===== src/rtl/mpm_pkg.sv =====
// ----------------------------------------------------------------------------
// mpm_pkg
// Types and fixed constants shared by the peak meter modules and interfaces.
// ----------------------------------------------------------------------------
`default_nettype none

package mpm_pkg;

  localparam int CHAN_W   = 5;
  localparam int SAMPLE_W = 24;
  localparam int GAIN_W   = 16;
  localparam int LEVEL_W  = 17;
  localparam int PROD_W   = SAMPLE_W + GAIN_W;   // peak times gain
  localparam int LOG_FRAC = 20;

  localparam logic [GAIN_W-1:0]  GAIN_RESET      = 16'd16384;
  localparam logic [30:0]        DB_PER_LOG2_Q20 = 31'd1616142483;
  localparam logic [LEVEL_W-1:0] LEVEL_FLOOR     = 17'h1_7360;  // -36000
  localparam logic [LEVEL_W-1:0] LEVEL_CEIL      = 17'd3072;
  localparam logic [17:0]        FLOOR_MAG       = 18'd36000;
  localparam logic [17:0]        CEIL_MAG        = 18'd3072;

  localparam logic OP_SAMPLE = 1'b0;
  localparam logic OP_TICK   = 1'b1;

  // One sample update headed for the peak store.
  typedef struct packed {
    logic                valid;
    logic [CHAN_W-1:0]   chan;
    logic [SAMPLE_W-1:0] mag;
  } mpm_smp_t;

endpackage

`default_nettype wire


===== src/rtl/mpm_in_if.sv =====
// ----------------------------------------------------------------------------
// mpm_in_if
// Input channel of the peak meter: samples and meter ticks.
// ----------------------------------------------------------------------------
`default_nettype none

interface mpm_in_if import mpm_pkg::*; ();
  logic                       valid;
  logic                       ready;
  logic                       operation;
  logic [CHAN_W-1:0]          channel;
  logic signed [SAMPLE_W-1:0] sample;
  logic                       last_in_block;

  modport source (output valid, operation, channel, sample, last_in_block, input ready);
  modport sink   (input valid, operation, channel, sample, last_in_block, output ready);
endinterface

`default_nettype wire


===== src/rtl/mpm_out_if.sv =====
// ----------------------------------------------------------------------------
// mpm_out_if
// Result channel of the peak meter: one level per channel on a tick.
// ----------------------------------------------------------------------------
`default_nettype none

interface mpm_out_if import mpm_pkg::*; ();
  logic                      valid;
  logic                      ready;
  logic [CHAN_W-1:0]         meter_channel;
  logic signed [LEVEL_W-1:0] level_db;
  logic                      last;

  modport source (output valid, meter_channel, level_db, last, input ready);
  modport sink   (input valid, meter_channel, level_db, last, output ready);
endinterface

`default_nettype wire


===== src/rtl/mpm_cfg_if.sv =====
// ----------------------------------------------------------------------------
// mpm_cfg_if
// Configuration write channel carrying the gain register.
// ----------------------------------------------------------------------------
`default_nettype none

interface mpm_cfg_if import mpm_pkg::*; ();
  logic              valid;
  logic              ready;
  logic [GAIN_W-1:0] gain;

  modport source (output valid, gain, input ready);
  modport sink   (input valid, gain, output ready);
endinterface

`default_nettype wire


===== src/rtl/mpm_peak_store.sv =====
// ----------------------------------------------------------------------------
// mpm_peak_store
// Held-peak memory with a two-stage read-modify-write path for samples and
// a read-and-clear port for the meter readout.
// ----------------------------------------------------------------------------
`default_nettype none

module mpm_peak_store import mpm_pkg::*; #(
  parameter int CHANNELS = 24
) (
  input  wire logic                           clk,
  input  wire logic                           rst_n,
  input  wire mpm_smp_t                       smp,
  input  wire logic                           rd_en,
  input  wire logic [((CHANNELS > 1) ? $clog2(CHANNELS) : 1)-1:0] rd_addr,
  output logic [SAMPLE_W-1:0]                 rd_peak
);

  localparam int CW = (CHANNELS > 1) ? $clog2(CHANNELS) : 1;

  logic [SAMPLE_W-1:0] mem [CHANNELS];
  logic [CHANNELS-1:0] vld_r;

  logic                smp_ok;
  logic                re;
  logic [CW-1:0]       ra;
  logic [SAMPLE_W-1:0] rd_data_r;
  logic                rd_vld_r;

  logic                s1_v_r;
  logic [CW-1:0]       s1_addr_r;
  logic [SAMPLE_W-1:0] s1_mag_r;

  logic                wr_v_r;
  logic [CW-1:0]       wr_addr_r;
  logic [SAMPLE_W-1:0] wr_data_r;

  logic [SAMPLE_W-1:0] stored;
  logic [SAMPLE_W-1:0] old_peak;
  logic [SAMPLE_W-1:0] new_peak;

  assign smp_ok = smp.valid && (32'(smp.chan) < CHANNELS);
  assign re     = smp_ok || rd_en;
  assign ra     = smp_ok ? CW'(smp.chan) : rd_addr;

  // Entries never written since reset or the last readout read as zero.
  assign stored   = rd_vld_r ? rd_data_r : '0;
  // The write of the previous cycle is not yet visible in the read data.
  assign old_peak = (wr_v_r && (wr_addr_r == s1_addr_r)) ? wr_data_r : stored;
  assign new_peak = (s1_mag_r > old_peak) ? s1_mag_r : old_peak;
  assign rd_peak  = stored;

  always_ff @(posedge clk) begin
    if (s1_v_r) begin
      mem[s1_addr_r] <= new_peak;
    end
    if (re) begin
      rd_data_r <= mem[ra];
    end
  end

  always_ff @(posedge clk) begin
    if (!rst_n) begin
      vld_r    <= '0;
      rd_vld_r <= 1'b0;
      s1_v_r   <= 1'b0;
      wr_v_r   <= 1'b0;
    end else begin
      if (re) begin
        rd_vld_r <= vld_r[ra];
      end
      if (rd_en) begin
        vld_r[rd_addr] <= 1'b0;
      end
      if (s1_v_r) begin
        vld_r[s1_addr_r] <= 1'b1;
      end
      s1_v_r <= smp_ok;
      wr_v_r <= s1_v_r;
    end
  end

  always_ff @(posedge clk) begin
    s1_addr_r <= CW'(smp.chan);
    s1_mag_r  <= smp.mag;
    wr_addr_r <= s1_addr_r;
    wr_data_r <= new_peak;
  end

endmodule

`default_nettype wire


===== src/rtl/mpm_log_unit.sv =====
// ----------------------------------------------------------------------------
// mpm_log_unit
// Iterative level converter: peak times gain, leading-one normalization,
// log2 by repeated squaring, scaling to 1/256 dB with rounding and clamping.
// ----------------------------------------------------------------------------
`default_nettype none

module mpm_log_unit import mpm_pkg::*; (
  input  wire logic                  clk,
  input  wire logic                  rst_n,
  input  wire logic                  start,
  input  wire logic [SAMPLE_W-1:0]   peak,
  input  wire logic [GAIN_W-1:0]     gain,
  output logic                       done,
  output logic signed [LEVEL_W-1:0]  level
);

  localparam logic [2:0] L_IDLE = 3'd0;
  localparam logic [2:0] L_NORM = 3'd1;
  localparam logic [2:0] L_SQR  = 3'd2;
  localparam logic [2:0] L_ABS  = 3'd3;
  localparam logic [2:0] L_MUL  = 3'd4;
  localparam logic [2:0] L_RND  = 3'd5;

  logic [2:0]          st_r;
  logic [4:0]          step_r;
  logic [PROD_W-1:0]   x_r;
  logic [5:0]          sh_r;
  logic [31:0]         m_r;
  logic [LOG_FRAC-1:0] frac_r;
  logic                zero_r;
  logic                neg_r;
  logic [25:0]         dmag_r;
  logic [56:0]         prod_r;
  logic [LEVEL_W-1:0]  level_r;
  logic                done_r;

  logic [PROD_W-1:0]   x_nxt;
  logic [5:0]          sh_add;
  logic [63:0]         sq;
  logic [32:0]         sq_top;
  logic [6:0]          int_part;
  logic [26:0]         d_val;
  logic [26:0]         d_mag;
  logic [57:0]         rsum;
  logic [17:0]         r_mag;
  logic [LEVEL_W-1:0]  lvl;

  // One step of a binary search for the leading one.
  always_comb begin
    x_nxt  = x_r;
    sh_add = 6'd0;
    unique case (step_r[2:0])
      3'd0: if (x_r[39:8] == '0) begin
        x_nxt = {x_r[7:0], 32'd0};  sh_add = 6'd32;
      end
      3'd1: if (x_r[39:24] == '0) begin
        x_nxt = {x_r[23:0], 16'd0}; sh_add = 6'd16;
      end
      3'd2: if (x_r[39:32] == '0) begin
        x_nxt = {x_r[31:0], 8'd0};  sh_add = 6'd8;
      end
      3'd3: if (x_r[39:36] == '0) begin
        x_nxt = {x_r[35:0], 4'd0};  sh_add = 6'd4;
      end
      3'd4: if (x_r[39:38] == '0) begin
        x_nxt = {x_r[37:0], 2'd0};  sh_add = 6'd2;
      end
      3'd5: if (!x_r[39]) begin
        x_nxt = {x_r[38:0], 1'b0};  sh_add = 6'd1;
      end
      default: begin
        x_nxt  = x_r;
        sh_add = 6'd0;
      end
    endcase
  end

  assign sq     = m_r * m_r;
  assign sq_top = sq[63:31];

  // Exponent 39 - shift, less 37, joined with the fraction bits.
  assign int_part = 7'd2 - {1'b0, sh_r};
  assign d_val    = {int_part, frac_r};
  assign d_mag    = d_val[26] ? (27'd0 - d_val) : d_val;

  assign rsum  = {1'b0, prod_r} + (58'd1 << 39);
  assign r_mag = rsum[57:40];

  always_comb begin
    if (zero_r) begin
      lvl = LEVEL_FLOOR;
    end else if (neg_r) begin
      lvl = (r_mag > FLOOR_MAG) ? LEVEL_FLOOR : (17'd0 - r_mag[16:0]);
    end else begin
      lvl = (r_mag > CEIL_MAG) ? LEVEL_CEIL : r_mag[16:0];
    end
  end

  always_ff @(posedge clk) begin
    if (!rst_n) begin
      st_r   <= L_IDLE;
      step_r <= '0;
      done_r <= 1'b0;
    end else begin
      done_r <= 1'b0;
      unique case (st_r)
        L_IDLE: if (start) begin
          st_r   <= L_NORM;
          step_r <= '0;
        end
        L_NORM: begin
          if (step_r == 5'd5) begin
            st_r   <= L_SQR;
            step_r <= '0;
          end else begin
            step_r <= step_r + 5'd1;
          end
        end
        L_SQR: begin
          if (step_r == 5'(LOG_FRAC - 1)) begin
            st_r <= L_ABS;
          end else begin
            step_r <= step_r + 5'd1;
          end
        end
        L_ABS: st_r <= L_MUL;
        L_MUL: st_r <= L_RND;
        L_RND: begin
          st_r   <= L_IDLE;
          done_r <= 1'b1;
        end
        default: st_r <= L_IDLE;
      endcase
    end
  end

  always_ff @(posedge clk) begin
    unique case (st_r)
      L_IDLE: begin
        x_r    <= peak * gain;
        zero_r <= (peak == '0) || (gain == '0);
        sh_r   <= '0;
        frac_r <= '0;
      end
      L_NORM: begin
        x_r  <= x_nxt;
        sh_r <= sh_r + sh_add;
        m_r  <= x_nxt[39:8];
      end
      L_SQR: begin
        frac_r <= {frac_r[LOG_FRAC-2:0], sq_top[32]};
        m_r    <= sq_top[32] ? sq_top[32:1] : sq_top[31:0];
      end
      L_ABS: begin
        neg_r  <= d_val[26];
        dmag_r <= d_mag[25:0];
      end
      L_MUL: prod_r <= dmag_r * DB_PER_LOG2_Q20;
      L_RND: level_r <= lvl;
      default: level_r <= level_r;
    endcase
  end

  assign done  = done_r;
  assign level = $signed(level_r);

endmodule

`default_nettype wire


===== src/rtl/multichannel_peak_meter_db.sv =====
// ----------------------------------------------------------------------------
// multichannel_peak_meter_db
// Per-channel audio peak meter with a level readout in 1/256 dB.
// ----------------------------------------------------------------------------
// Usage:
// The input channel carries two kinds of transfer. A sample transfer raises
// the held peak of its channel to the sample's magnitude and produces no
// result; samples are taken one per cycle while no readout runs, and a
// sample for a channel at or above CHANNELS is dropped. A tick transfer
// starts a readout: every channel, from 0 upward, is read from the peak
// memory and cleared, converted to round(5120*log10(peak*gain/2^37)) and
// sent as one result transfer; the last one carries last = 1. A zero peak
// reports -36000 and levels above +12 dB report 3072.
// Each channel of a readout reads the peak and starts the converter, which
// runs six normalization steps and twenty squarings on one 32x32
// multiplier, then scales, rounds and hands the level over. The input
// stays not ready from the tick until the last result sits in the output
// register. The output register holds a result while the receiver stalls;
// the converter pauses until it is taken, and new input is taken as soon
// as the final result is loaded. The gain register is written through the
// configuration channel, which is always ready.
// Reset (synchronous, active low) clears all held peaks at once through
// per-entry valid bits, sets the gain to unity and empties the output.
// ----------------------------------------------------------------------------
`default_nettype none

module multichannel_peak_meter_db import mpm_pkg::*; #(
  parameter int CHANNELS = 24
) (
  input  wire logic  clk,
  input  wire logic  rst_n,
  mpm_in_if.sink     in_st,
  mpm_out_if.source  out_st,
  mpm_cfg_if.sink    cfg_wr
);

  localparam int CW = (CHANNELS > 1) ? $clog2(CHANNELS) : 1;

  // Readout sequencer states.
  localparam logic [2:0] S_IDLE = 3'd0;
  localparam logic [2:0] S_RD   = 3'd1;
  localparam logic [2:0] S_LD   = 3'd2;
  localparam logic [2:0] S_CALC = 3'd3;
  localparam logic [2:0] S_OUT  = 3'd4;

  logic [2:0]         st_r;
  logic [CW-1:0]      ch_r;
  logic [GAIN_W-1:0]  gain_r;

  logic               out_v_r;
  logic [CHAN_W-1:0]  out_ch_r;
  logic [LEVEL_W-1:0] out_lvl_r;
  logic               out_last_r;

  logic               in_acc;
  logic               is_last;
  logic               out_free;
  logic               out_load;
  mpm_smp_t           smp;
  logic [SAMPLE_W-1:0] mag;
  logic [SAMPLE_W-1:0] rd_peak;
  logic               log_done;
  logic signed [LEVEL_W-1:0] log_level;

  assign in_st.ready  = (st_r == S_IDLE);
  assign cfg_wr.ready = 1'b1;
  assign in_acc       = in_st.valid && in_st.ready;
  assign is_last      = (ch_r == CW'(CHANNELS - 1));
  assign out_free     = !out_v_r || out_st.ready;
  // A finished level moves into the output register once it is free.
  assign out_load     = (st_r == S_OUT) && out_free;

  // Magnitude of the sample; the most negative value maps to 2^23.
  assign mag = in_st.sample[SAMPLE_W-1] ? (SAMPLE_W'(0) - SAMPLE_W'(in_st.sample))
                                        : SAMPLE_W'(in_st.sample);

  assign smp.valid = in_acc && (in_st.operation == OP_SAMPLE);
  assign smp.chan  = in_st.channel;
  assign smp.mag   = mag;

  mpm_peak_store #(
    .CHANNELS (CHANNELS)
  ) u_store (
    .clk     (clk),
    .rst_n   (rst_n),
    .smp     (smp),
    .rd_en   (st_r == S_RD),
    .rd_addr (ch_r),
    .rd_peak (rd_peak)
  );

  mpm_log_unit u_log (
    .clk   (clk),
    .rst_n (rst_n),
    .start (st_r == S_LD),
    .peak  (rd_peak),
    .gain  (gain_r),
    .done  (log_done),
    .level (log_level)
  );

  always_ff @(posedge clk) begin
    if (!rst_n) begin
      gain_r <= GAIN_RESET;
    end else if (cfg_wr.valid) begin
      gain_r <= cfg_wr.gain;
    end
  end

  always_ff @(posedge clk) begin
    if (!rst_n) begin
      st_r    <= S_IDLE;
      ch_r    <= '0;
      out_v_r <= 1'b0;
    end else begin
      // The output stays full while the receiver stalls or a new level loads.
      out_v_r <= out_load || (out_v_r && !out_st.ready);
      unique case (st_r)
        S_IDLE: if (in_acc && (in_st.operation == OP_TICK)) begin
          ch_r <= '0;
          st_r <= S_RD;
        end
        S_RD:   st_r <= S_LD;
        S_LD:   st_r <= S_CALC;
        S_CALC: if (log_done) begin
          st_r <= S_OUT;
        end
        S_OUT: if (out_free) begin
          if (is_last) begin
            st_r <= S_IDLE;
          end else begin
            ch_r <= ch_r + CW'(1);
            st_r <= S_RD;
          end
        end
        default: st_r <= S_IDLE;
      endcase
    end
  end

  always_ff @(posedge clk) begin
    if (out_load) begin
      out_ch_r   <= CHAN_W'(ch_r);
      out_lvl_r  <= log_level;
      out_last_r <= is_last;
    end
  end

  assign out_st.valid         = out_v_r;
  assign out_st.meter_channel = out_ch_r;
  assign out_st.level_db      = $signed(out_lvl_r);
  assign out_st.last          = out_last_r;

endmodule

`default_nettype wire


===== src/flat_wrapper.sv =====
// flat-port wrapper written by rule: the top's interface ports become plain ports
module multichannel_peak_meter_db_flat import mpm_pkg::*;
#(
  parameter int CHANNELS = 24
)
  (clk, rst_n, in_st_valid, in_st_operation, in_st_channel, in_st_sample, in_st_last_in_block, in_st_ready, out_st_valid, out_st_meter_channel, out_st_level_db, out_st_last, out_st_ready, cfg_wr_valid, cfg_wr_gain, cfg_wr_ready);
  mpm_in_if in_st_i ();
  mpm_out_if out_st_i ();
  mpm_cfg_if cfg_wr_i ();
  input  wire logic clk;
  input  wire logic rst_n;
  input wire logic [$bits(in_st_i.valid)-1:0] in_st_valid;
  input wire logic [$bits(in_st_i.operation)-1:0] in_st_operation;
  input wire logic [$bits(in_st_i.channel)-1:0] in_st_channel;
  input wire logic [$bits(in_st_i.sample)-1:0] in_st_sample;
  input wire logic [$bits(in_st_i.last_in_block)-1:0] in_st_last_in_block;
  output wire logic [$bits(in_st_i.ready)-1:0] in_st_ready;
  output wire logic [$bits(out_st_i.valid)-1:0] out_st_valid;
  output wire logic [$bits(out_st_i.meter_channel)-1:0] out_st_meter_channel;
  output wire logic [$bits(out_st_i.level_db)-1:0] out_st_level_db;
  output wire logic [$bits(out_st_i.last)-1:0] out_st_last;
  input wire logic [$bits(out_st_i.ready)-1:0] out_st_ready;
  input wire logic [$bits(cfg_wr_i.valid)-1:0] cfg_wr_valid;
  input wire logic [$bits(cfg_wr_i.gain)-1:0] cfg_wr_gain;
  output wire logic [$bits(cfg_wr_i.ready)-1:0] cfg_wr_ready;
  assign in_st_i.valid = in_st_valid;
  assign in_st_i.operation = in_st_operation;
  assign in_st_i.channel = in_st_channel;
  assign in_st_i.sample = in_st_sample;
  assign in_st_i.last_in_block = in_st_last_in_block;
  assign in_st_ready = in_st_i.ready;
  assign out_st_valid = out_st_i.valid;
  assign out_st_meter_channel = out_st_i.meter_channel;
  assign out_st_level_db = out_st_i.level_db;
  assign out_st_last = out_st_i.last;
  assign out_st_i.ready = out_st_ready;
  assign cfg_wr_i.valid = cfg_wr_valid;
  assign cfg_wr_i.gain = cfg_wr_gain;
  assign cfg_wr_ready = cfg_wr_i.ready;
  multichannel_peak_meter_db #(.CHANNELS(CHANNELS)) u_core (.clk(clk), .rst_n(rst_n), .in_st(in_st_i), .out_st(out_st_i), .cfg_wr(cfg_wr_i));
endmodule

===== config.mk =====
export PLATFORM = sky130hd
export DESIGN_NAME = multichannel_peak_meter_db_flat
export DESIGN_NICKNAME = d
export VERILOG_FILES = /design/src/rtl/mpm_pkg.sv /design/src/rtl/mpm_in_if.sv /design/src/rtl/mpm_out_if.sv /design/src/rtl/mpm_cfg_if.sv /design/src/rtl/mpm_peak_store.sv /design/src/rtl/mpm_log_unit.sv /design/src/rtl/multichannel_peak_meter_db.sv /design/src/flat_wrapper.sv
export SDC_FILE = /design/constraint.sdc
export NUM_CORES = 2
export LEC_CHECK = 0
export BUFFER_PORTS_ARGS = -buffer_cell sky130_fd_sc_hd__buf_2
export CORE_ASPECT_RATIO = 1.1
export CORE_MARGIN = 5
export CORE_UTILIZATION = 60
export CTS_CLUSTER_DIAMETER = 100
export DETAILED_ROUTE_END_ITERATION = 8
export GPL_TIMING_DRIVEN = 1
export PLACE_DENSITY = 0.79
export SYNTH_ARGS = -nofsm -noshare
export SYNTH_HDL_FRONTEND = slang
export SYNTH_HIERARCHICAL = 1
export SYNTH_SLANG_ARGS = --single-unit

===== constraint.sdc =====
create_clock -name clk -period 7.7 [get_ports clk]
set_input_delay 1.925 -clock clk [delete_from_list [all_inputs] [get_ports clk]]
set_output_delay 1.925 -clock clk [all_outputs]
set_load 0.1 [all_outputs]

Yosys cells after proc, flatten, opt, wreduce, memory -nomap -nowiden
Memory sizes are Yosys's and may differ from the RTL's. A register that Yosys moved wholly into a read port is not among the register bits.
Index checks and enable logic that the tools add are counted.
{"block": "totals", "ramBits": 576, "romBits": 0, "inputBits": 52, "n_memories": 1, "reg_bits": 342, "latch_bits": 0, "out_inout_bits": 26}
{"block": "op_classes", "order_cmp": 9, "n_bitwise": 4, "multipliers": 3, "muxes": 57, "n_addsub": 8, "n_reduce_logical": 35, "shifts": 0, "eq_ne": 33, "div_mod_pow": 0}
{"memory": "u_core.u_store.mem", "words": 24, "word_bits": 24, "rd": 1, "rd_ports_with_merged_regs": 1, "wr": 1, "line_no": "mpm_peak_store.sv:21", "text": "logic [SAMPLE_W-1:0] mem [CHANNELS];"}
{"cell": "2-to-1 mux 40 bit", "n": 6}
{"cell": "one-hot mux 40 bit (6 select lines)", "n": 1}
{"cell": "2-to-1 mux 24 bit", "n": 6}
{"cell": "one-hot mux 40 bit (2 select lines)", "n": 1}
{"cell": "multiplier 32 x 32 -> 64 bit", "n": 1}
{"cell": "one-hot mux 32 bit (2 select lines)", "n": 1}
{"cell": "adder 57 x 40 -> 58 bit (second input constant)", "n": 1}
{"cell": "multiplier 26 x 31 -> 57 bit (second input constant)", "n": 1}
{"cell": "2-to-1 mux 17 bit", "n": 3}
{"cell": "multiplier 24 x 16 -> 40 bit", "n": 1}
{"cell": "2-to-1 mux 5 bit", "n": 8}
{"cell": "one-hot mux 20 bit (2 select lines)", "n": 1}
{"cell": "one-hot mux 6 bit (6 select lines)", "n": 1}
{"cell": "zero test 16 bit", "n": 2}
{"cell": "zero test 32 bit", "n": 1}
{"cell": "2-to-1 mux 32 bit", "n": 1}
{"cell": "one-hot mux 3 bit (5 select lines)", "n": 2}
{"cell": "2-to-1 mux 26 bit", "n": 1}
{"cell": "subtractor 1 x 26 -> 26 bit (first input constant)", "n": 1}
{"cell": "bitwise AND 24 bit", "n": 1}
{"cell": "> comparator 24 bit", "n": 1}
{"cell": "zero test 24 bit", "n": 1}
{"cell": "NOT 24 bit", "n": 1}
{"cell": "bitwise OR 24 bit", "n": 1}
{"cell": "other kinds (44)", "n": 104}

Logic depth before layout (Yosys ltp)
{"block": "depth", "ltp_word": 10, "depth_mapped": 32, "ltp_nobuf": 28}

By module
The synthesis kept the hierarchy.
{"module": "mpm_log_unit", "instances": 1, "seq_area_each_um2": 5014.8, "cells_each": 6396, "area_each_um2": 60299.1}
{"module": "mpm_peak_store", "instances": 1, "seq_area_each_um2": 19718.9, "cells_each": 1755, "area_each_um2": 27157.3}
{"module": "multichannel_peak_meter_db", "instances": 1, "seq_area_each_um2": 1191.1, "cells_each": 205, "area_each_um2": 2275.9}

Worst setup path before layout
Ideal clock, no wire load.
{"block": "synth_timing", "path_type": "reg-to-reg", "startpoint": "register u_core.u_log.m_r[2]", "endpoint": "register u_core.u_log.m_r[2], data pin", "arrival_time_ns": 7.619, "stages_incl_launch_ff": 28, "t_required_ns": 7.427, "path_buffers": 3, "path_slack_ns": -0.192, "path_cell_list": "edfxtp_1 > clkbuf_1 > buf_1 > nand2_1 > fa_1 > inv_1 > fa_1 > fa_1 > inv_1 > fa_1 > inv_1 > fa_1 > fa_1 > fa_1 > fa_1 > ha_1 > a21o_1 > a21o_1 > a221oi_2 > o41ai_2 > a211oi_4 > nor4_2 > nor3_2 > o2bb2ai_2 > xor2_2 > buf_4 > mux2i_1 > a21oi_1"}
{"block": "synth_via", "elab_chain_cells": 3}
{"element": "start: declaration", "line_no": "mpm_log_unit.sv:29", "text": "logic [31:0] m_r;"}
{"element": "start signal: assignment", "line_no": "mpm_log_unit.sv:149", "text": "m_r <= x_nxt[39:8];"}
{"element": "start signal: assignment", "line_no": "mpm_log_unit.sv:153", "text": "m_r <= sq_top[32] ? sq_top[32:1] : sq_top[31:0];"}
{"element": "multiplier 32 x 32 -> 64 bit", "line_no": "mpm_log_unit.sv:79", "text": "assign sq = m_r * m_r;"}
{"element": "2-to-1 mux 32 bit", "line_no": "mpm_log_unit.sv:153"}
{"element": "one-hot mux 32 bit (2 select lines)", "line_no": "mpm_log_unit.sv:139", "text": "unique case (st_r)"}
No other way between the ends.
A chain may end at the register's enable or synchronous reset.

Worst setup path after layout
{"block": "layout_timing", "startpoint": "register u_core.u_log.m_r[16]", "endpoint": "register u_core.u_log.m_r[8], data pin"}
Same word-level chain as after synthesis.

==> results.toml <==
[timing]
fmax_mhz = 120
fin_tns_setup_ns = -17.57
relSlewSlack = 0.0296
tightest_slew_ns = 1.43
skew_ns = 0.0788
worst_slack_ns = -0.603
rsz0062_at_grt = "yes"
drv_slew = 0
hold_viol_final = 0
finalCritPeriodShare = 1.08
finalCriticalPeriod_ns = 8.30
setup_viol = 33

[critical_path]
crit_path_frequent_cell = "fa_1"
cpMaxStageDelayCell = "fa_1"
crit_arrival_ns = 8.71
rr_worst_depth = 30
cp.required_ns = 8.11
worstSetupPathType = "flop to flop"
end_kind = "flop"
r2r_end = "u_core/u_log/m_r[8]"
critPathBufInv = 9
start_kind = "flop"
slowest_delay_ns = 0.60
ff2ff_setup_slack_ns = -0.60
critPathMaxFanout = 7
r2r-start = "u_core/u_log/m_r[16]"
cpLargestDelayFamily = "adder cells"

[synthesis]
yosysMostFrequentCell = "inv_1"
synthFlopType = "edfxtp_1"
syn_nets = 10400
ys_warn_count = 6
synth.avg_cell_area_um2 = 10.7
synth_top_area_share = 0.283
syn_inst = 8356
synth-edff-count = 784
yosysTopAreaCell = "fa_1"
synth.area.top_cells = "fa_1 28%, edfxtp_1 26%, ha_1 11%, inv_1 6.9%, nand2_1 4.0%"
syn_area_um2 = 89700
async_reset_ff_frac = 0
ys_seq_elements = 903
yosysSeqAreaShare = 0.289
ys_types = 111
synthTopCellsByCount = "1,656 x inv_1, 1,270 x fa_1, 947 x nand2_1, 784 x edfxtp_1, 763 x ha_1"

[placed_design]
io_buffers = 75
postPlaceCellArea_um2 = 96500
dp.final_hpwl_um = 176000
place.gp.congestion = 0.947
dp.cells = 10600

[grt]
grt_util_all_layers = 0.305
grtUsageMet2 = 0.507
grt_max_degree = 108
met3_usage = 0.0521
grt_pass1_wl_um = 375000
grt_pass1_vias = 68800
grt_util_met1 = 0.405
gr-total-overflow = 0
antenna_found_initial = 4
grt.busiest_layer = "met2"

[die]
die-height_um = 416
rows = 148
die_area_um2 = 157000
core_um2 = 148000
die_w_um = 379
initial_core_util = 0.605
ios = 78

[cells_and_area]
fin_util = 0.680
fin_cells = 10900
nets = 10900
area_growth_pct = 12.4
layout-drive-gt1-share = 0.131
final_cell_area_um2 = 101000

[run_status]
outcome = "finished, violations left"
violations = "DRC, setup timing"

[hold_path]
hold_path_depth = 0
holdPathEnd = "u_core/out_st.level_db[8]"
hp-class = "flop to flop"
min_from = "u_core/u_log/level[8]"

[drt]
drt_pass1_iterations = 9
drc_errors = 4
via_per_inst = 5.91
drt-total-wl_um = 238000
vias = 64200
routedWlPerCell_um = 21.9
dr.first_iter.drc_count = 6643
antenna_left = 0

[clock_tree]
insertion_delay_ns = 0.75
cts.sink_count = 903
clk_pin_slew_ns = 0.06
clockBufferDepth = 3
cts_tree = "done"
htree_levels = 3
cts_buffers = 91
cts_root_buf = "clkbuf_16"

[flow_run]
max-cap-violations = 0
-- final cells by class --
| cell class | count | area [um^2] |
|---|---|---|
| sequential | 903 | 25900 |
| tap | 1950 | 2440 |
| multi-input combinational | 5429 | 56800 |
| clock inverter | 58 | 744 |
| antenna | 1 | 2.50 |
| timing repair buffer | 756 | 6280 |
| fill | 10200 | 47400 |
| clock buffer | 113 | 2430 |
| inverter | 1658 | 6240 |
-- how the worst max path moves through the flow --
stage	from	to	slack, ns	cells after the start
finish	u_core/u_log/m_r[16]	u_core/u_log/m_r[8]	-0.60	30
global route	u_core/u_log/m_r[16]	u_core/u_log/m_r[8]	-0.86	33
CTS	u_core/u_log/m_r[18]	u_core/u_log/m_r[8]	-0.58	28
detailed placement	u_core/u_log/m_r[15]	u_core/u_log/m_r[29]	-0.75	27
global placement	u_core/u_log/m_r[15]	u_core/u_log/m_r[14]	-0.67	27
floorplan	u_core/u_log/m_r[5]	u_core/u_log/m_r[2]	0.002	27
-- routing by layer --
metal  part of all wire  vias to the layer above  routed length (um)
met2               0.48                     3338              115000
met5           0.000067                        -                  16
met3              0.094                      688               22300
li1                   -                    28000                   -
met4              0.045                        2               10700
met1               0.38                    32100               90000
-- stage by stage --
step                hold WS (ns)  worst slack, ns
floorplan                  0.389          0.00225
global placement           0.399           -0.665
detailed placement         0.405           -0.751
CTS                        0.416           -0.584
global route               0.427           -0.863
finish                     0.415           -0.603
-- cell families after synthesis --
family / count (synthesis) / share of synthesized area
fa+ha+maj: 2033 / 0.390
buf+inv: 2024 / 0.0873
flops: 903 / 0.289
simple gates: 2062 / 0.109
xor+xnor: 216 / 0.0213
compound gates: 846 / 0.0669
mux: 271 / 0.0370
other cells: 1 / 0.0000418
-- layout by cell type (no fill, tap or decap), types with 33 or more instances in the layout --
cell / instances
ha_1: 751
mux2i_1: 206
buf_4: 602
dfxtp_1: 119
nor2_1: 235
nor3_1: 33
fa_1: 1253
a21o_1: 96
buf_12: 43
clkbuf_16: 98
mux4_2: 35
xor2_1: 92
nand3_1: 185
buf_2: 75
nand2_1: 941
nand4_1: 54
a21oi_1: 197
and2_1: 342
a32oi_1: 48
o21ai_0: 112
o21a_1: 64
xnor2_1: 119
edfxtp_1: 784
inv_1: 1646
and3_1: 40
-- state kept, by name, summed over array words and instances, names as in the netlist, 5 cells and up --
name	flops
u_core/u_store/wr_addr_r	5
u_core/out_st.level_db	17
u_core/u_store/rd_data_r	24
u_core/u_log/x_r	40
u_core/u_log/m_r	32
u_core/ch_r	5
u_core/u_log/sh_r	6
u_core/u_log/level	17
u_core/u_log/step_r	5
u_core/u_store/s1_mag_r	24
u_core/out_st.meter_channel	5
u_core/u_log/frac_r	20
u_core/u_store/mem	576
u_core/u_log/prod_r	18
u_core/u_log/dmag_r	26
u_core/u_store/wr_data_r	24
u_core/u_store/vld_r	24
u_core/gain_r	16
u_core/u_store/s1_addr_r	5
-- repair_timing --
action | 4_1_cts | 5_1_grt
pin swaps | 26 | 51
setup endpoints to repair | 33 | 38
gates cloned | 6 | 3
hold buffers | 0 | 0
gates resized for setup | 73 | 74
buffers inserted | 33 | 13
Power is left out: the tool's default activity adds up to more than one toggle a clock period on the data nets, which glitch-free logic cannot reach.
